File: config.mk
export PLATFORM = sky130hd
export DESIGN_NAME = spag_rot_cell
export DESIGN_NICKNAME = d
export VERILOG_FILES = /design/src/rtl/scan_pattern_angle_generator_top_defines.svh /design/src/rtl/spag_pkg.sv /design/src/rtl/spag_rot_cell.sv
export SDC_FILE = /design/constraint.sdc
export NUM_CORES = 1
export LEC_CHECK = 0
export ABC_CLOCK_PERIOD_IN_PS = 6200
export BUFFER_PORTS_ARGS = -buffer_cell sky130_fd_sc_hd__buf_4
export CORE_AREA = 2 2 224 226
export DETAILED_ROUTE_END_ITERATION = 6
export DIE_AREA = 0 0 226 228
export PLACE_DENSITY = 0.65
export SKIP_LAST_GASP = 1
export SYNTH_ARGS = -nofsm -noshare
export SYNTH_HDL_FRONTEND = slang
export SYNTH_SLANG_ARGS = --single-unit
File: constraint.sdc
create_clock -name i_clk -period 6.2 [get_ports i_clk]
set_input_delay 0.31 -clock i_clk [delete_from_list [all_inputs] [get_ports i_clk]]
set_output_delay 0.31 -clock i_clk [all_outputs]
set_load 0.02 [all_outputs]
File: src/rtl/scan_pattern_angle_generator_top_defines.svh
// ----------------------------------------------------------------------------
// Scan pattern angle generator: assertion macros
// Shared concurrent assertion forms, clocked on i_clk, held off in reset.
// ----------------------------------------------------------------------------
`ifndef SCAN_PATTERN_ANGLE_GENERATOR_TOP_DEFINES_SVH
`define SCAN_PATTERN_ANGLE_GENERATOR_TOP_DEFINES_SVH

// Same-cycle implication
`define SPAG_ASSERT_IMP(label, ante, cons) \
    label: assert property (@(posedge i_clk) disable iff (!i_rst_n) (ante) |-> (cons)) \
        else $error("spag: same-cycle check failed");

// Next-cycle implication
`define SPAG_ASSERT_NEXT(label, ante, cons) \
    label: assert property (@(posedge i_clk) disable iff (!i_rst_n) (ante) |=> (cons)) \
        else $error("spag: next-cycle check failed");

`endif

File: src/rtl/spag_pkg.sv
// ----------------------------------------------------------------------------
// spag_pkg
// Widths, codes, rotation constants and shared types of the scan pattern
// angle generator.
// ----------------------------------------------------------------------------
package spag_pkg;

    // Field and datapath widths
    localparam int TIME_W         = 48;
    localparam int TIME_FRAC_BITS = 32;
    localparam int FREQ_W         = 32;
    localparam int PHASE_FB       = 16 + TIME_FRAC_BITS;
    localparam int PROD_W         = TIME_W + FREQ_W;
    localparam int TURN_W         = 32;
    localparam int NUM_W          = PROD_W - PHASE_FB + TURN_W;
    localparam int FOV_W          = 27;
    localparam int ANGLE_W        = 27;
    localparam int LINES_W        = 16;
    localparam int MODE_W         = 3;
    localparam int CFG_IDX_W      = 3;
    localparam int CFG_DATA_W     = 32;
    localparam int ROT_W          = 32;
    localparam int Z_W            = 34;
    localparam int RADIUS_W       = 26;
    localparam int MAX_STEPS      = 32;
    localparam int SINE_STEPS_DEFAULT = 24;

    // Pattern modes
    localparam logic [MODE_W-1:0] MODE_RASTER    = 3'd0;
    localparam logic [MODE_W-1:0] MODE_SINUSOID  = 3'd1;
    localparam logic [MODE_W-1:0] MODE_LISSAJOUS = 3'd2;
    localparam logic [MODE_W-1:0] MODE_SPIRAL    = 3'd3;
    localparam logic [MODE_W-1:0] MODE_ROSETTE   = 3'd4;
    localparam logic [MODE_W-1:0] MODE_CIRCULAR  = 3'd5;
    localparam logic [MODE_W-1:0] MODE_BLANK_LO  = 3'd6;
    localparam logic [MODE_W-1:0] MODE_BLANK_HI  = 3'd7;

    // Register indexes
    localparam logic [CFG_IDX_W-1:0] CFG_PATTERN_MODE   = 3'd0;
    localparam logic [CFG_IDX_W-1:0] CFG_FOV_HORIZONTAL = 3'd1;
    localparam logic [CFG_IDX_W-1:0] CFG_FOV_VERTICAL   = 3'd2;
    localparam logic [CFG_IDX_W-1:0] CFG_FAST_FREQUENCY = 3'd3;
    localparam logic [CFG_IDX_W-1:0] CFG_SLOW_FREQUENCY = 3'd4;
    localparam logic [CFG_IDX_W-1:0] CFG_RASTER_LINES   = 3'd5;

    // Turn constants (Q0.32 turns) and rotation gain (Q2.30)
    localparam logic signed [Z_W-1:0]   TURN_HALF    = 34'sd2147483648;
    localparam logic signed [Z_W-1:0]   TURN_QUARTER = 34'sd1073741824;
    localparam logic [TURN_W-1:0]       TURN_EIGHTH  = 32'h2000_0000;
    localparam logic signed [ROT_W-1:0] ROT_GAIN     = 32'sd652032874;
    localparam logic [LINES_W-1:0]      SPIRAL_TURNS = 16'd5;

    // arctan(2^-i) in Q0.32 turns
    localparam logic [TURN_W-1:0] ATAN_TURNS [0:MAX_STEPS-1] = '{
        32'h20000000, 32'h12E4051D, 32'h09FB385B, 32'h051111D4,
        32'h028B0D43, 32'h0145D7E1, 32'h00A2F61E, 32'h00517C55,
        32'h0028BE53, 32'h00145F2F, 32'h000A2F98, 32'h000517CC,
        32'h00028BE6, 32'h000145F3, 32'h0000A2FA, 32'h0000517D,
        32'h000028BE, 32'h0000145F, 32'h00000A30, 32'h00000518,
        32'h0000028C, 32'h00000146, 32'h000000A3, 32'h00000051,
        32'h00000029, 32'h00000014, 32'h0000000A, 32'h00000005,
        32'h00000003, 32'h00000001, 32'h00000001, 32'h00000000
    };

    // Phase pair handed along the divider cells
    typedef struct packed {
        logic [TURN_W-1:0] fx;
        logic [TURN_W-1:0] fy;
    } t_phase_pair;

    // Values handed along the rotation cells
    typedef struct packed {
        logic [TURN_W-1:0]   fx;
        logic [TURN_W-1:0]   quo;
        logic [RADIUS_W-1:0] radius;
        logic                flip_x;
        logic                flip_y;
    } t_rot_side;

    // One rotator's working vector
    typedef struct packed {
        logic signed [ROT_W-1:0] x;
        logic signed [ROT_W-1:0] y;
        logic signed [Z_W-1:0]   z;
    } t_rot_state;

    // Folded phase and half-turn flag
    typedef struct packed {
        logic signed [Z_W-1:0] z;
        logic                  flip;
    } t_fold;

    // Fold a turn fraction into the right half plane
    function automatic t_fold fold_phase(input logic [TURN_W-1:0] p);
        t_fold f;
        f.z    = Z_W'($signed(p));
        f.flip = 1'b0;
        if (f.z > TURN_QUARTER) begin
            f.z    = f.z - TURN_HALF;
            f.flip = 1'b1;
        end else if (f.z < -TURN_QUARTER) begin
            f.z    = f.z + TURN_HALF;
            f.flip = 1'b1;
        end
        return f;
    endfunction

endpackage

File: src/rtl/spag_rot_cell.sv
// ----------------------------------------------------------------------------
// spag_rot_cell
// One fixed rotation step applied to two vectors at once: rotate toward
// the residual angle by arctan(2^-STEP).
// ----------------------------------------------------------------------------
module spag_rot_cell #(
    parameter int STEP = 0
) (
    input  logic                    i_clk,
    input  logic                    i_rst_n,
    input  logic                    i_en,
    input  logic                    i_valid,
    input  spag_pkg::t_rot_state    i_rot_x,
    input  spag_pkg::t_rot_state    i_rot_y,
    input  spag_pkg::t_rot_side     i_side,
    output logic                    o_valid,
    output spag_pkg::t_rot_state    o_rot_x,
    output spag_pkg::t_rot_state    o_rot_y,
    output spag_pkg::t_rot_side     o_side
);

    localparam logic signed [spag_pkg::Z_W-1:0] ANGLE =
        $signed({2'b00, spag_pkg::ATAN_TURNS[STEP]});

    logic                  r_valid;
    spag_pkg::t_rot_state  r_rot_x;
    spag_pkg::t_rot_state  r_rot_y;
    spag_pkg::t_rot_side   r_side;

    spag_pkg::t_rot_state  n_rot_x;
    spag_pkg::t_rot_state  n_rot_y;

    // Rotate one vector by one step
    function automatic spag_pkg::t_rot_state rot_step(input spag_pkg::t_rot_state s);
        spag_pkg::t_rot_state  r;
        logic signed [spag_pkg::ROT_W-1:0] dx;
        logic signed [spag_pkg::ROT_W-1:0] dy;
        dx = s.y >>> STEP;
        dy = s.x >>> STEP;
        if (!s.z[spag_pkg::Z_W-1]) begin
            r.x = s.x - dx;
            r.y = s.y + dy;
            r.z = s.z - ANGLE;
        end else begin
            r.x = s.x + dx;
            r.y = s.y - dy;
            r.z = s.z + ANGLE;
        end
        return r;
    endfunction

    always_comb begin
        n_rot_x = rot_step(i_rot_x);
        n_rot_y = rot_step(i_rot_y);
    end

    // Advance the valid flag
    always_ff @(posedge i_clk) begin
        if (!i_rst_n) begin
            r_valid <= 1'b0;
        end else if (i_en) begin
            r_valid <= i_valid;
        end
    end

    // Advance the payload
    always_ff @(posedge i_clk) begin
        if (i_en) begin
            r_rot_x <= n_rot_x;
            r_rot_y <= n_rot_y;
            r_side  <= i_side;
        end
    end

    assign o_valid = r_valid;
    assign o_rot_x = r_rot_x;
    assign o_rot_y = r_rot_y;
    assign o_side  = r_side;

endmodule

[After elaboration in Yosys (flattened, before gate mapping)]
Cells that the tools add are included.
Storage, ports and cells
  register bits after elaboration: 289
  bits of input ports: 292
  output and inout port bits: 289
  logic and storage cells: 24
Cells by class
  add/sub/neg operators: 10
  muxes and demuxes: 2
Operator list (count)
  two-way mux 98 bit: 2
  subtractor 32 bit: 4
  adder 34 x 31 -> 34 bit (second input constant): 2
  subtractor 34 x 31 -> 34 bit (second input constant): 2
  adder 32 bit: 2

[Depth between registers and ports, before layout]
  word-level depth: 2
  mapped depth: 13
  gate-level depth less buffers: 12

[Worst setup path after synthesis]
OpenSTA, ideal clock, no wires.
  path kind: input to register
  from: in i_rot_y[41] (netlist bit)
  to: reg r_rot_y, in the netlist o_rot_y[64], data pin
  setup time: 0.268 ns
  arrival time: 2.765 ns
  required time: 5.932 ns
  path slack: 3.166 ns
  cell stages on the path: 12
  path buffers: 1
  cells stage by stage: inv_1 -> ha_1 -> buf_6 -> a21oi_4 -> a211oi_1 -> a2111o_1 -> a21o_1 -> a31o_1 -> a311o_1 -> a2111oi_2 -> a211oi_1 -> xor2_1
RTL lines
  start: declaration: line spag_rot_cell.sv:14  | input spag_pkg::t_rot_state i_rot_y,
  end signal: assignment: line spag_rot_cell.sv:70  | r_rot_y <= n_rot_y;
  end: declaration: line spag_rot_cell.sv:27  | spag_pkg::t_rot_state r_rot_y;

==> results.toml <==
[synth]
synthXorXnorAreaFrac_pct = 5.682
synth.yosys.seq_area_share_pct = 44.32
netlist_area_um2 = 19420
synth_fa_ha_area_share_pct = 13.32
yosysWarningCount = 0
synthSimpleGateAreaFrac_pct = 10.65
ys_ff_latch = 287
yosys.area.top_type = "edfxtp_1"
synth_compound_area_share_pct = 19.03
synth_edf_count = 286
synth_top_area_share_pct = 44.22
yosysUniqueCellTypes = 79
synth_ff_type = "edfxtp_1"
synth_area_leaders = "edfxtp_1 44%, ha_1 12%, a21oi_1 5.3%, xnor2_1 4.4%, inv_1 3.8%"
synth_top_family_by_area = "compound AO/OA/AOI/OAI gates"
syn_nets = 2447
netlist_instances = 1953
avgSynthCellArea_um2 = 9.946
async_reset_ff_share_pct = 0
synthMuxAreaShare_pct = 1.288

[global_routing]
grt_max_degree = 179
antenna_found_initial = 14
grt_pass1_vias = 17490
grt_usage_pct = 27.25
grt_pass1_wl_um = 106300
gr-total-overflow = 0

[drt]
final_antenna_net_count = 0
viasPerCell = 5.371
wire_per_inst_um = 21.77
drcViolationCount = 0
vias = 17990
wirelength_um = 72940
drt_iter0_markers = 1904
drt-pass1-iter-count = 7

[sta]
final.period_utilization_pct = 53.71
fin_skew_ns = 0
finalHoldViolCount = 0
min_period_ns = 3.330
clock.fmax_mhz = 300.3
slew_violations = 0
tightest_slew_ns = 1.155
relSlewSlack_pct = 23.03
rsz0062_at_grt = "no"
finalSetupViolations = 0
tns_ns = 0

[run_status]
outcome = "complete, no violations"

[clocking]
cts.sinks = 287
numCtsBuffers = 34
postCtsSetupBuffers = 0
clock_latency_ns = 0.56
cts.root.buffer_cell = "clkbuf_16"
max-clock-path-buffers = 3
cts_resized = 0
clk_pin_slew_worst_paths_ns = 0.06
cts_hold_buffers = 152
cts_tree = "built"
ctsHtreeMaxLevel = 2

[flow_run]
cap_viol_max_count = 0

[worst_setup_path]
required_ns = 6.51
worstRegToRegCells = 3
start_kind = "primary input"
end_kind = "flop"
crit_path_start = "i_rot_x[43]"
path_max_fanout = 15
critPathKind = "primary input to flop"
cp_data_arrival_time_ns = 3.64
regToRegStartpoint = "o_valid"

[final_layout]
layout-drive-gt1-share_pct = 24.74
n_fill_cell = 4307
area_growth_pct = 38.84
finalNetCount = 3135
final_area_um2 = 26970

[floorplanning]
rows = 82
die_area_um2 = 51530
dieHeight_um = 228
initial_core_util_pct = 39.36
ioPinCount = 581
coreArea_um2 = 49350
fp.dieW_um = 226

[power]
leakagePower_uw = 0.01189
cellPowerDensity_nw_per_um2 = 247.7
ir_drop_v = 0.0002288

[placement]
hpwl_um = 55900
gp_congestion = 1.008
io_buffers = 580
placed_area_um2 = 24330

[hold_path]
worstHoldStart = "i_rot_x[29]"
hold_class = "primary input to flop"
worst_hold_path.num_cells = 2
-- per-layer routing --
metal | track usage, % | vias to the layer above | part of all wire (%)
met5 | 0.7590 | - | 0.11
met4 | 9.251 | 6 | 3.0
met3 | 7.522 | 120 | 8.9
met2 | 44.67 | 839 | 48
met1 | 34.43 | 8607 | 40
li1 | - | 8421 | -
-- registers in the layout, summed over array words and instances (netlist names) --
name	cells
o_rot_y	97
o_side	92
o_rot_x	97
o_valid	1
-- Yosys cell counts (5+ instances only) --
master     count
buf_1         24
xor2_1        28
a2111o_1       5
o21ai_0      126
a21oi_1      207
edfxtp_1     286
a31oi_1       10
fa_1           8
mux2i_1       25
a221oi_1       6
a2111oi_0      8
inv_1        196
nor2_1       160
xnor2_1       98
o211ai_1      13
clkbuf_1      49
o31ai_1       21
o41ai_1        6
a211oi_1      20
nand4_1       14
nand2_1      108
a21o_1        35
nor4_1        11
or2_2          6
nand3b_1       9
o311ai_0       5
nand2b_1      13
a311oi_1       8
and3_1        10
a211o_1        7
a21boi_0       7
o21a_1        10
or3_1         12
nor3_1        31
ha_1         194
nand3_1       36
buf_2         10
o21bai_1      30
nor2b_1       20
-- worst paths after layout --
| path | to | slack, ns |
|---|---|---|
| worst min-delay path | o_rot_x[29] | 0.03 |
| worst max register to register | o_valid | 5.04 |
| worst min register to register | o_valid | 1.08 |
| worst max-delay path | o_rot_x[58] | 2.87 |
-- worst max-delay path: stages --
cell and delay [ns]:
buf_4 0.11, inv_1 0.04, ha_1 0.48, or3_1 0.47
a211oi_1 0.39, nand2_1 0.16, a2111oi_0 0.80, nor4_1 0.21
o311ai_1 0.35, mux2i_1 0.14, xnor2_1 0.15
-- per-stage QoR --
step | hold WS, ns | total power, µW | cells | util [%] | setup WS (ns)
global route | 0.01333 | 6958 | 3348 | 54.63 | 2.638
CTS | 0.001644 | 6699 | 3336 | 54.57 | 2.914
detailed placement | 0.4893 | 4606 | 3125 | 49.31 | 2.292
floorplan | 0.4089 | 3703 | 1953 | - | 3.166
global placement | 0.4886 | 4604 | 3125 | 49.31 | 2.313
finish | 0.03023 | 6681 | 3350 | 54.64 | 2.870
-- kinds of logic (layout without fill, tap and decap cells) --
logic type / count (synthesis) / in the layout
DFF: 287 / 287
buffers and inverters: 288 / 999
and+or+nand+nor: 445 / 445
xor gates and xnor gates: 126 / 126
muxes: 25 / 25
AOI/OAI and AO/OA: 580 / 580
other: 0 / 14
adders and majority gates: 202 / 202
-- layout make-up --
| class | count | area [µm²] | share of cell area [%] |
|---|---|---|---|
| inverter | 202 | 758.2 | 2.812 |
| timing repair buffer | 738 | 5941 | 22.03 |
| multi-input combinational | 1378 | 9707 | 36.00 |
| clock inverter | 24 | 222.7 | 0.8259 |
| sequential | 287 | 8608 | 31.92 |
| antenna | 14 | 35.03 | 0.1299 |
| tap | 672 | 840.8 | 3.118 |
| clock buffer | 35 | 854.6 | 3.169 |
-- layout by cell type, fill, tap and decap left out, drive strengths merged, types with 14 or more instances in the layout --
cell / instances
buf: 586
edfxtp: 286
a21oi: 208
inv: 202
ha: 194
nor2: 160
dlygate4sd3: 152
o21ai: 127
nand2: 108
xnor2: 98
nand3: 36
a21o: 35
clkbuf: 35
nor3: 31
o21bai: 30
xor2: 28
mux2i: 25
o31ai: 22
clkinv: 22
a211oi: 20
nor2b: 20
diode: 14
nand4: 14
nand2b: 14
-- where the power goes --
group / internal [µW] / switching (µW) / leakage (µW) / total (µW)
clock: 1110 / 881 / 0.000538 / 1990
sequential: 2440 / 92.3 / 0.00281 / 2540
combinational: 879 / 1280 / 0.00855 / 2160
total: 4430 / 2250 / 0.0119 / 6680
Power figures use the tool's default switching activity.
