**src/rtl/scan_pattern_angle_generator_top_defines.svh**
```systemverilog
// ----------------------------------------------------------------------------
// Scan pattern angle generator: assertion macros
// Shared concurrent assertion forms, clocked on i_clk, held off in reset.
// ----------------------------------------------------------------------------
`ifndef SCAN_PATTERN_ANGLE_GENERATOR_TOP_DEFINES_SVH
`define SCAN_PATTERN_ANGLE_GENERATOR_TOP_DEFINES_SVH

// Same-cycle implication
`define SPAG_ASSERT_IMP(label, ante, cons) \
    label: assert property (@(posedge i_clk) disable iff (!i_rst_n) (ante) |-> (cons)) \
        else $error("spag: same-cycle check failed");

// Next-cycle implication
`define SPAG_ASSERT_NEXT(label, ante, cons) \
    label: assert property (@(posedge i_clk) disable iff (!i_rst_n) (ante) |=> (cons)) \
        else $error("spag: next-cycle check failed");

`endif

```
**src/rtl/spag_pkg.sv**
```systemverilog
// ----------------------------------------------------------------------------
// spag_pkg
// Widths, codes, rotation constants and shared types of the scan pattern
// angle generator.
// ----------------------------------------------------------------------------
package spag_pkg;

    // Field and datapath widths
    localparam int TIME_W         = 48;
    localparam int TIME_FRAC_BITS = 32;
    localparam int FREQ_W         = 32;
    localparam int PHASE_FB       = 16 + TIME_FRAC_BITS;
    localparam int PROD_W         = TIME_W + FREQ_W;
    localparam int TURN_W         = 32;
    localparam int NUM_W          = PROD_W - PHASE_FB + TURN_W;
    localparam int FOV_W          = 27;
    localparam int ANGLE_W        = 27;
    localparam int LINES_W        = 16;
    localparam int MODE_W         = 3;
    localparam int CFG_IDX_W      = 3;
    localparam int CFG_DATA_W     = 32;
    localparam int ROT_W          = 32;
    localparam int Z_W            = 34;
    localparam int RADIUS_W       = 26;
    localparam int MAX_STEPS      = 32;
    localparam int SINE_STEPS_DEFAULT = 24;

    // Pattern modes
    localparam logic [MODE_W-1:0] MODE_RASTER    = 3'd0;
    localparam logic [MODE_W-1:0] MODE_SINUSOID  = 3'd1;
    localparam logic [MODE_W-1:0] MODE_LISSAJOUS = 3'd2;
    localparam logic [MODE_W-1:0] MODE_SPIRAL    = 3'd3;
    localparam logic [MODE_W-1:0] MODE_ROSETTE   = 3'd4;
    localparam logic [MODE_W-1:0] MODE_CIRCULAR  = 3'd5;
    localparam logic [MODE_W-1:0] MODE_BLANK_LO  = 3'd6;
    localparam logic [MODE_W-1:0] MODE_BLANK_HI  = 3'd7;

    // Register indexes
    localparam logic [CFG_IDX_W-1:0] CFG_PATTERN_MODE   = 3'd0;
    localparam logic [CFG_IDX_W-1:0] CFG_FOV_HORIZONTAL = 3'd1;
    localparam logic [CFG_IDX_W-1:0] CFG_FOV_VERTICAL   = 3'd2;
    localparam logic [CFG_IDX_W-1:0] CFG_FAST_FREQUENCY = 3'd3;
    localparam logic [CFG_IDX_W-1:0] CFG_SLOW_FREQUENCY = 3'd4;
    localparam logic [CFG_IDX_W-1:0] CFG_RASTER_LINES   = 3'd5;

    // Turn constants (Q0.32 turns) and rotation gain (Q2.30)
    localparam logic signed [Z_W-1:0]   TURN_HALF    = 34'sd2147483648;
    localparam logic signed [Z_W-1:0]   TURN_QUARTER = 34'sd1073741824;
    localparam logic [TURN_W-1:0]       TURN_EIGHTH  = 32'h2000_0000;
    localparam logic signed [ROT_W-1:0] ROT_GAIN     = 32'sd652032874;
    localparam logic [LINES_W-1:0]      SPIRAL_TURNS = 16'd5;

    // arctan(2^-i) in Q0.32 turns
    localparam logic [TURN_W-1:0] ATAN_TURNS [0:MAX_STEPS-1] = '{
        32'h20000000, 32'h12E4051D, 32'h09FB385B, 32'h051111D4,
        32'h028B0D43, 32'h0145D7E1, 32'h00A2F61E, 32'h00517C55,
        32'h0028BE53, 32'h00145F2F, 32'h000A2F98, 32'h000517CC,
        32'h00028BE6, 32'h000145F3, 32'h0000A2FA, 32'h0000517D,
        32'h000028BE, 32'h0000145F, 32'h00000A30, 32'h00000518,
        32'h0000028C, 32'h00000146, 32'h000000A3, 32'h00000051,
        32'h00000029, 32'h00000014, 32'h0000000A, 32'h00000005,
        32'h00000003, 32'h00000001, 32'h00000001, 32'h00000000
    };

    // Phase pair handed along the divider cells
    typedef struct packed {
        logic [TURN_W-1:0] fx;
        logic [TURN_W-1:0] fy;
    } t_phase_pair;

    // Values handed along the rotation cells
    typedef struct packed {
        logic [TURN_W-1:0]   fx;
        logic [TURN_W-1:0]   quo;
        logic [RADIUS_W-1:0] radius;
        logic                flip_x;
        logic                flip_y;
    } t_rot_side;

    // One rotator's working vector
    typedef struct packed {
        logic signed [ROT_W-1:0] x;
        logic signed [ROT_W-1:0] y;
        logic signed [Z_W-1:0]   z;
    } t_rot_state;

    // Folded phase and half-turn flag
    typedef struct packed {
        logic signed [Z_W-1:0] z;
        logic                  flip;
    } t_fold;

    // Fold a turn fraction into the right half plane
    function automatic t_fold fold_phase(input logic [TURN_W-1:0] p);
        t_fold f;
        f.z    = Z_W'($signed(p));
        f.flip = 1'b0;
        if (f.z > TURN_QUARTER) begin
            f.z    = f.z - TURN_HALF;
            f.flip = 1'b1;
        end else if (f.z < -TURN_QUARTER) begin
            f.z    = f.z + TURN_HALF;
            f.flip = 1'b1;
        end
        return f;
    endfunction

endpackage

```
**src/rtl/spag_div_cell.sv**
```systemverilog
// ----------------------------------------------------------------------------
// spag_div_cell
// One restoring division step: shift in a numerator bit, subtract the
// divisor when it fits, and append the quotient bit.
// ----------------------------------------------------------------------------
module spag_div_cell (
    input  logic                              i_clk,
    input  logic                              i_rst_n,
    input  logic                              i_en,
    input  logic [spag_pkg::LINES_W-1:0]      i_divisor,
    input  logic                              i_valid,
    input  logic [spag_pkg::LINES_W-1:0]      i_rem,
    input  logic [spag_pkg::NUM_W-1:0]        i_num,
    input  logic [spag_pkg::TURN_W-1:0]       i_quo,
    input  spag_pkg::t_phase_pair             i_side,
    output logic                              o_valid,
    output logic [spag_pkg::LINES_W-1:0]      o_rem,
    output logic [spag_pkg::NUM_W-1:0]        o_num,
    output logic [spag_pkg::TURN_W-1:0]       o_quo,
    output spag_pkg::t_phase_pair             o_side
);

    logic                             r_valid;
    logic [spag_pkg::LINES_W-1:0]     r_rem;
    logic [spag_pkg::NUM_W-1:0]       r_num;
    logic [spag_pkg::TURN_W-1:0]      r_quo;
    spag_pkg::t_phase_pair            r_side;

    logic [spag_pkg::LINES_W:0]       w_trial;
    logic                             w_fits;
    logic [spag_pkg::LINES_W-1:0]     n_rem;

    // Trial subtract
    always_comb begin
        w_trial = {i_rem, i_num[spag_pkg::NUM_W-1]};
        w_fits  = (w_trial >= {1'b0, i_divisor});
        if (w_fits) begin
            n_rem = spag_pkg::LINES_W'(w_trial - {1'b0, i_divisor});
        end else begin
            n_rem = w_trial[spag_pkg::LINES_W-1:0];
        end
    end

    // Advance the valid flag
    always_ff @(posedge i_clk) begin
        if (!i_rst_n) begin
            r_valid <= 1'b0;
        end else if (i_en) begin
            r_valid <= i_valid;
        end
    end

    // Advance the payload
    always_ff @(posedge i_clk) begin
        if (i_en) begin
            r_rem  <= n_rem;
            r_num  <= {i_num[spag_pkg::NUM_W-2:0], 1'b0};
            r_quo  <= {i_quo[spag_pkg::TURN_W-2:0], w_fits};
            r_side <= i_side;
        end
    end

    assign o_valid = r_valid;
    assign o_rem   = r_rem;
    assign o_num   = r_num;
    assign o_quo   = r_quo;
    assign o_side  = r_side;

endmodule

```
**config.mk**
```make
export PLATFORM = sky130hd
export DESIGN_NAME = spag_div_cell
export DESIGN_NICKNAME = d
export VERILOG_FILES = /design/src/rtl/scan_pattern_angle_generator_top_defines.svh /design/src/rtl/spag_pkg.sv /design/src/rtl/spag_div_cell.sv
export SDC_FILE = /design/constraint.sdc
export NUM_CORES = 1
export LEC_CHECK = 0
export ABC_AREA = 1
export BUFFER_PORTS_ARGS = -buffer_cell sky130_fd_sc_hd__buf_4
export CAP_MARGIN = 20
export CELL_PAD_IN_SITES_DETAIL_PLACEMENT = 1
export CELL_PAD_IN_SITES_GLOBAL_PLACEMENT = 2
export CORE_MARGIN = 2
export CORE_UTILIZATION = 25
export DETAILED_ROUTE_END_ITERATION = 8
export PLACE_DENSITY = 0.81
export SYNTH_ARGS = -nofsm -noshare
export SYNTH_HDL_FRONTEND = slang
export SYNTH_SLANG_ARGS = --single-unit
```
**constraint.sdc**
```tcl
create_clock -name i_clk -period 5.7 [get_ports i_clk]
set_clock_uncertainty 0.15 [all_clocks]
set_input_delay 1.425 -clock i_clk [delete_from_list [all_inputs] [get_ports i_clk]]
set_output_delay 1.425 -clock i_clk [all_outputs]
set_load 0.02 [all_outputs]
```
# Word level (Yosys, flattened, before mapping)
# Cells that the tools add are included.
# op_classes
add_sub_neg	1
n_lt_le_gt_ge	1
n_mux	1
# op_table
op	count
$ge 17x16->1	1
$mux 16	1
$sub 16x16->16	1
# word_totals
reg_bits	176

# Logic depth before layout (Yosys ltp)
# depth
word_depth	2
depth_mapped	14
ltp_nobuf	13

# Worst setup path after synthesis
# Ideal clock, no wire load.
# synth_timing
kind	input-to-reg
from	input i_divisor[3] (netlist bit)
to	register r_rem, in the netlist o_rem[12] (data pin)
setup_time_ns	0.253
arrival_time_ns	2.658
required_time_ns	5.297
setup_slack_ns	2.639
stages	14
path_buffers	2
path_cell_list	inv_1 > ha_1 > nand2_1 > inv_1 > nand2_1 > nand2_1 > nand2_1 > nand3_2 > nand2_1 > nand2_2 > buf_6 > buf_12 > nand3_1 > nand2_1
# synth_via
elab_chain_len	2
# synth_rtl
item	line	text
from (decl)	spag_div_cell.sv:10	input logic [spag_pkg::LINES_W-1:0] i_divisor,
$ge 17x16->1	spag_div_cell.sv:36	w_fits = (w_trial >= {1'b0, i_divisor});
via w_fits	spag_div_cell.sv:30	logic w_fits;
$mux 16	spag_div_cell.sv:37	if (w_fits) begin
via n_rem, one bit	spag_div_cell.sv:31	logic [spag_pkg::LINES_W-1:0] n_rem;
to (signal assigned)	spag_div_cell.sv:56	r_rem <= n_rem;
to (decl)	spag_div_cell.sv:24	logic [spag_pkg::LINES_W-1:0] r_rem;
# The timed path passes the listed nets, and every way through them passes these cells.
# A chain may end at the register's enable or synchronous reset.

# Final worst setup path
# layout_timing
from	input i_divisor[2] (netlist bit)
to	register r_rem, in the netlist o_rem[8] (data pin)
# layout_via
elab_chain_len	2
# layout_rtl
item	line
$sub 16x16->16 or $ge 17x16->1 (tied branches)	spag_div_cell.sv:38, spag_div_cell.sv:36
$mux 16 *	spag_div_cell.sv:37
via n_rem, one bit	spag_div_cell.sv:31
# Mark *: on every way through the listed nets, which the timed path passes. The rest lies on a longest branch.

==> flow_results.xml <==
<?xml version="1.0" encoding="UTF-8"?>
<metrics>
  <group name="setup_path">
    <metric name="cp_buf_inv_count" unit="">3</metric>
    <metric name="crit_chain" unit="">buf_4 &gt; inv_1 &gt; ha_1 &gt; nand2_1 &gt; nor2_1 &gt; nand3_1 &gt; nor2_1 &gt; nor2_1 &gt; nand2_2 &gt; inv_1 &gt; nand2_1 &gt; nand2_1</metric>
    <metric name="critical_path.top_delay_family" unit="">simple AND/OR/NAND/NOR gates</metric>
    <metric name="timing.critical_path.fanout_max" unit="">20</metric>
    <metric name="critical_path_cell_with_the_highest_stage_delay" unit="">sky130_fd_sc_hd__inv_1</metric>
    <metric name="slowest_delay" unit="ns">0.40</metric>
    <metric name="crit_path_end_kind" unit="">register</metric>
    <metric name="setup.worst_path.start_class" unit="">primary input</metric>
    <metric name="crit_type" unit="">primary input to register</metric>
    <metric name="crit_required" unit="ns">5.73</metric>
    <metric name="crit_arrival" unit="ns">3.45</metric>
  </group>
  <group name="floorplanning">
    <metric name="floorplan.die.height" unit="microns">167</metric>
    <metric name="i_o_pins" unit="">373</metric>
    <metric name="core_area" unit="sq mm">0.0261</metric>
    <metric name="die-area" unit="sq mm">0.0278</metric>
    <metric name="floorplan.rows" unit="">59</metric>
    <metric name="die_width" unit="microns">167</metric>
    <metric name="initial_core_util" unit="%">25.4</metric>
  </group>
  <group name="placement">
    <metric name="place_congestion" unit="">0.789</metric>
    <metric name="detailedPlacementHpwl" unit="microns">17900</metric>
    <metric name="place.port_buffers" unit="">370</metric>
    <metric name="place_area" unit="sq mm">0.00978</metric>
  </group>
  <group name="timing">
    <metric name="whs" unit="ns">0.407</metric>
    <metric name="finalSetupViolations" unit="">0</metric>
    <metric name="max_freq" unit="MHz">292</metric>
    <metric name="finalSetupTns" unit="ns">0</metric>
    <metric name="final.min_clock_period" unit="ns">3.42</metric>
    <metric name="final_hold_viol_count" unit="">0</metric>
    <metric name="rsz0062_at_grt" unit="">no</metric>
    <metric name="maxSlewHeadroom" unit="%">36.3</metric>
    <metric name="worst-slew-pin-transition" unit="ns">0.955</metric>
    <metric name="final.period_utilization" unit="%">60.0</metric>
    <metric name="slew_violations" unit="">0</metric>
  </group>
  <group name="routing">
    <metric name="vias_per_cell" unit="">4.15</metric>
    <metric name="drc" unit="">0</metric>
    <metric name="routedWlPerCell" unit="microns">19.3</metric>
    <metric name="drt-total-wl" unit="microns">22900</metric>
    <metric name="dr_total_vias" unit="">4916</metric>
    <metric name="detail-route-antenna-nets" unit="">0</metric>
    <metric name="first_pass_iters" unit="">4</metric>
    <metric name="initialDrtViolationCount" unit="">322</metric>
  </group>
  <group name="cts">
    <metric name="clk_root_buffer_cell" unit="">sky130_fd_sc_hd__clkbuf_16</metric>
    <metric name="h_tree_lvl_count" unit="">4</metric>
    <metric name="cts_tree" unit="">built</metric>
    <metric name="cts_buffers" unit="">17</metric>
    <metric name="cts_max_path_buffers" unit="">2</metric>
    <metric name="cts_hold_buf" unit="">0</metric>
    <metric name="postCtsSetupRepairBufs" unit="">0</metric>
    <metric name="worstSkewPairLatency" unit="ns">0.42</metric>
    <metric name="tritoncts_num_sinks" unit="">176</metric>
    <metric name="path_clk_slew" unit="ns">0.08</metric>
    <metric name="post_cts_resize_count" unit="">0</metric>
  </group>
  <group name="synthesis">
    <metric name="synth-seq-cells" unit="">176</metric>
    <metric name="yosysUniqueCellTypes" unit="">25</metric>
    <metric name="syn_avg_cell_area" unit="sq um">14.7</metric>
    <metric name="post_synth_instance_area" unit="sq mm">0.00662</metric>
    <metric name="postSynthCellCount" unit="">450</metric>
    <metric name="yosysWarningCount" unit="">0</metric>
    <metric name="yosysSeqAreaShare" unit="%">79.7</metric>
    <metric name="synth_fp_nets" unit="">663</metric>
  </group>
  <group name="power_and_ir_drop">
    <metric name="power_per_cell_area" unit="mW/mm^2">328</metric>
    <metric name="post-layout-total-power" unit="mW">3.42</metric>
    <metric name="max-vdd-ir-drop" unit="uV">158</metric>
    <metric name="p_leak" unit="nW">4.74</metric>
  </group>
  <group name="final_layout">
    <metric name="area.sequential" unit="sq mm">0.00528</metric>
    <metric name="syn2layout_area_growth" unit="%">57.5</metric>
    <metric name="layout.cells.most_common" unit="">sky130_fd_sc_hd__buf_4</metric>
    <metric name="antenna-diode-count" unit="">0</metric>
    <metric name="finish.net_count" unit="">1050</metric>
    <metric name="layout-drive-gt1-share" unit="%">48.5</metric>
    <metric name="layout.cells.most_common_list" unit="">sky130_fd_sc_hd__buf_4, sky130_fd_sc_hd__edfxtp_1, sky130_fd_sc_hd__nand2_1, sky130_fd_sc_hd__inv_1</metric>
    <metric name="fillCellCount" unit="">2843</metric>
    <metric name="final_util" unit="%">40.0</metric>
    <metric name="final_area" unit="sq mm">0.0104</metric>
    <metric name="multi_input_comb_area" unit="sq mm">0.00106</metric>
  </group>
  <group name="global_routing">
    <metric name="antenna_found_initial" unit="">0</metric>
    <metric name="grt_start_max_net_pins" unit="">102</metric>
    <metric name="grt_remaining_overflow" unit="">0</metric>
    <metric name="gr-usage-all-layers" unit="%">16.1</metric>
    <metric name="grt_pass1_vias" unit="">5079</metric>
    <metric name="first_pass_grt_wire_length" unit="microns">32800</metric>
  </group>
  <group name="run">
    <metric name="count_of_maximum_capacitance_violations" unit="">0</metric>
  </group>
  <group name="min_path">
    <metric name="hold_class" unit="">register to register</metric>
  </group>
  <group name="run_status">
    <metric name="outcome" unit="">finished, final reports clean</metric>
  </group>
</metrics>
[cell usage after synthesis]
master	count	share of area (%)
sky130_fd_sc_hd__nor2_2	3	0.28
sky130_fd_sc_hd__or2_2	1	0.095
sky130_fd_sc_hd__xnor2_1	1	0.13
sky130_fd_sc_hd__nor2_1	16	0.91
sky130_fd_sc_hd__nand3b_1	2	0.23
sky130_fd_sc_hd__nand2_1	120	6.8
sky130_fd_sc_hd__ha_1	16	3.0
sky130_fd_sc_hd__buf_12	1	0.30
sky130_fd_sc_hd__o21ai_0	3	0.23
sky130_fd_sc_hd__xor2_1	5	0.66
sky130_fd_sc_hd__buf_6	2	0.34
sky130_fd_sc_hd__dfxtp_1	1	0.30
sky130_fd_sc_hd__o21bai_1	1	0.11
sky130_fd_sc_hd__nor3_1	2	0.15
sky130_fd_sc_hd__nand4_1	4	0.38
sky130_fd_sc_hd__fa_1	1	0.30
sky130_fd_sc_hd__nand3_2	2	0.30
sky130_fd_sc_hd__buf_4	1	0.11
sky130_fd_sc_hd__conb_1	1	0.057
sky130_fd_sc_hd__inv_1	61	3.5
sky130_fd_sc_hd__a21oi_1	10	0.76
sky130_fd_sc_hd__and2_1	2	0.19
sky130_fd_sc_hd__edfxtp_1	175	79
sky130_fd_sc_hd__nand2_2	2	0.19
sky130_fd_sc_hd__nand3_1	17	1.3
[sequential cells by signal, summed over array words and instances, names as in the netlist]
signal / count
o_quo: 32
o_side: 64
o_num: 63
o_valid: 1
o_rem: 16
[metrics by stage]
| stage | instances | setup WS (ns) |
|---|---|---|
| floorplan | 450 | 2.64 |
| global placement | 1153 | 1.73 |
| detailed placement | 1153 | 1.70 |
| CTS | 1185 | 2.16 |
| global route | 1185 | 1.90 |
| finish | 1185 | 2.28 |
[worst paths after layout]
path                        start              endpoint  slack, ns  depth (start not counted)
max                  i_divisor[2]    o_rem[8]$_DFFE_PP_       2.28                         12
min          o_valid$_SDFFE_PN0P_  o_valid$_SDFFE_PN0P_       0.41                          2
max reg2reg  o_valid$_SDFFE_PN0P_  o_valid$_SDFFE_PN0P_       4.87                          2
min reg2reg  o_valid$_SDFFE_PN0P_  o_valid$_SDFFE_PN0P_       0.41                          2
[worst min-delay path, cell delays in order, from the launching register on]
cell                      delay (ns)
sky130_fd_sc_hd__dfxtp_1        0.32
sky130_fd_sc_hd__o21ai_0        0.15
sky130_fd_sc_hd__a21oi_1        0.04
[cell type report]
cell class / instances / area share (%)
clock inverter: 15 / 2.04
timing repair buffer: 372 / 26.8
multi-input combinational: 209 / 10.2
inverter: 61 / 2.20
sequential: 176 / 50.6
tap: 335 / 4.02
clock buffer: 17 / 4.08
[where the power goes]
part	switching, mW	total (mW)	leakage [nW]	internal (mW)
combinational	0.334	0.593	2.71	0.259
clock	0.604	1.25	0.307	0.644
sequential	0.0322	1.58	1.72	1.55
total	0.970	3.42	4.74	2.45
[routing by layer]
layer,track usage [%],wire length (microns),vias up
met2,30.4,12600,191
met4,4.24,429,0
met1,17.5,8430,2387
met3,4.90,1430,21
li1,-,-,2317
met5,0,0,-
[cell families (layout without fill, tap and decap cells)]
group	count (synthesis)	after routing	synth area share, %
XOR/XNOR	6	6	0.794
AND/OR/NAND/NOR	171	171	10.8
adder cells (fa/ha/maj)	17	17	3.33
flip-flops	176	176	79.7
other	1	1	0.0567
AO/OA/AOI/OAI	14	14	1.10
buffers and inverters	65	465	4.22
(Power assumes the default switching activity.)
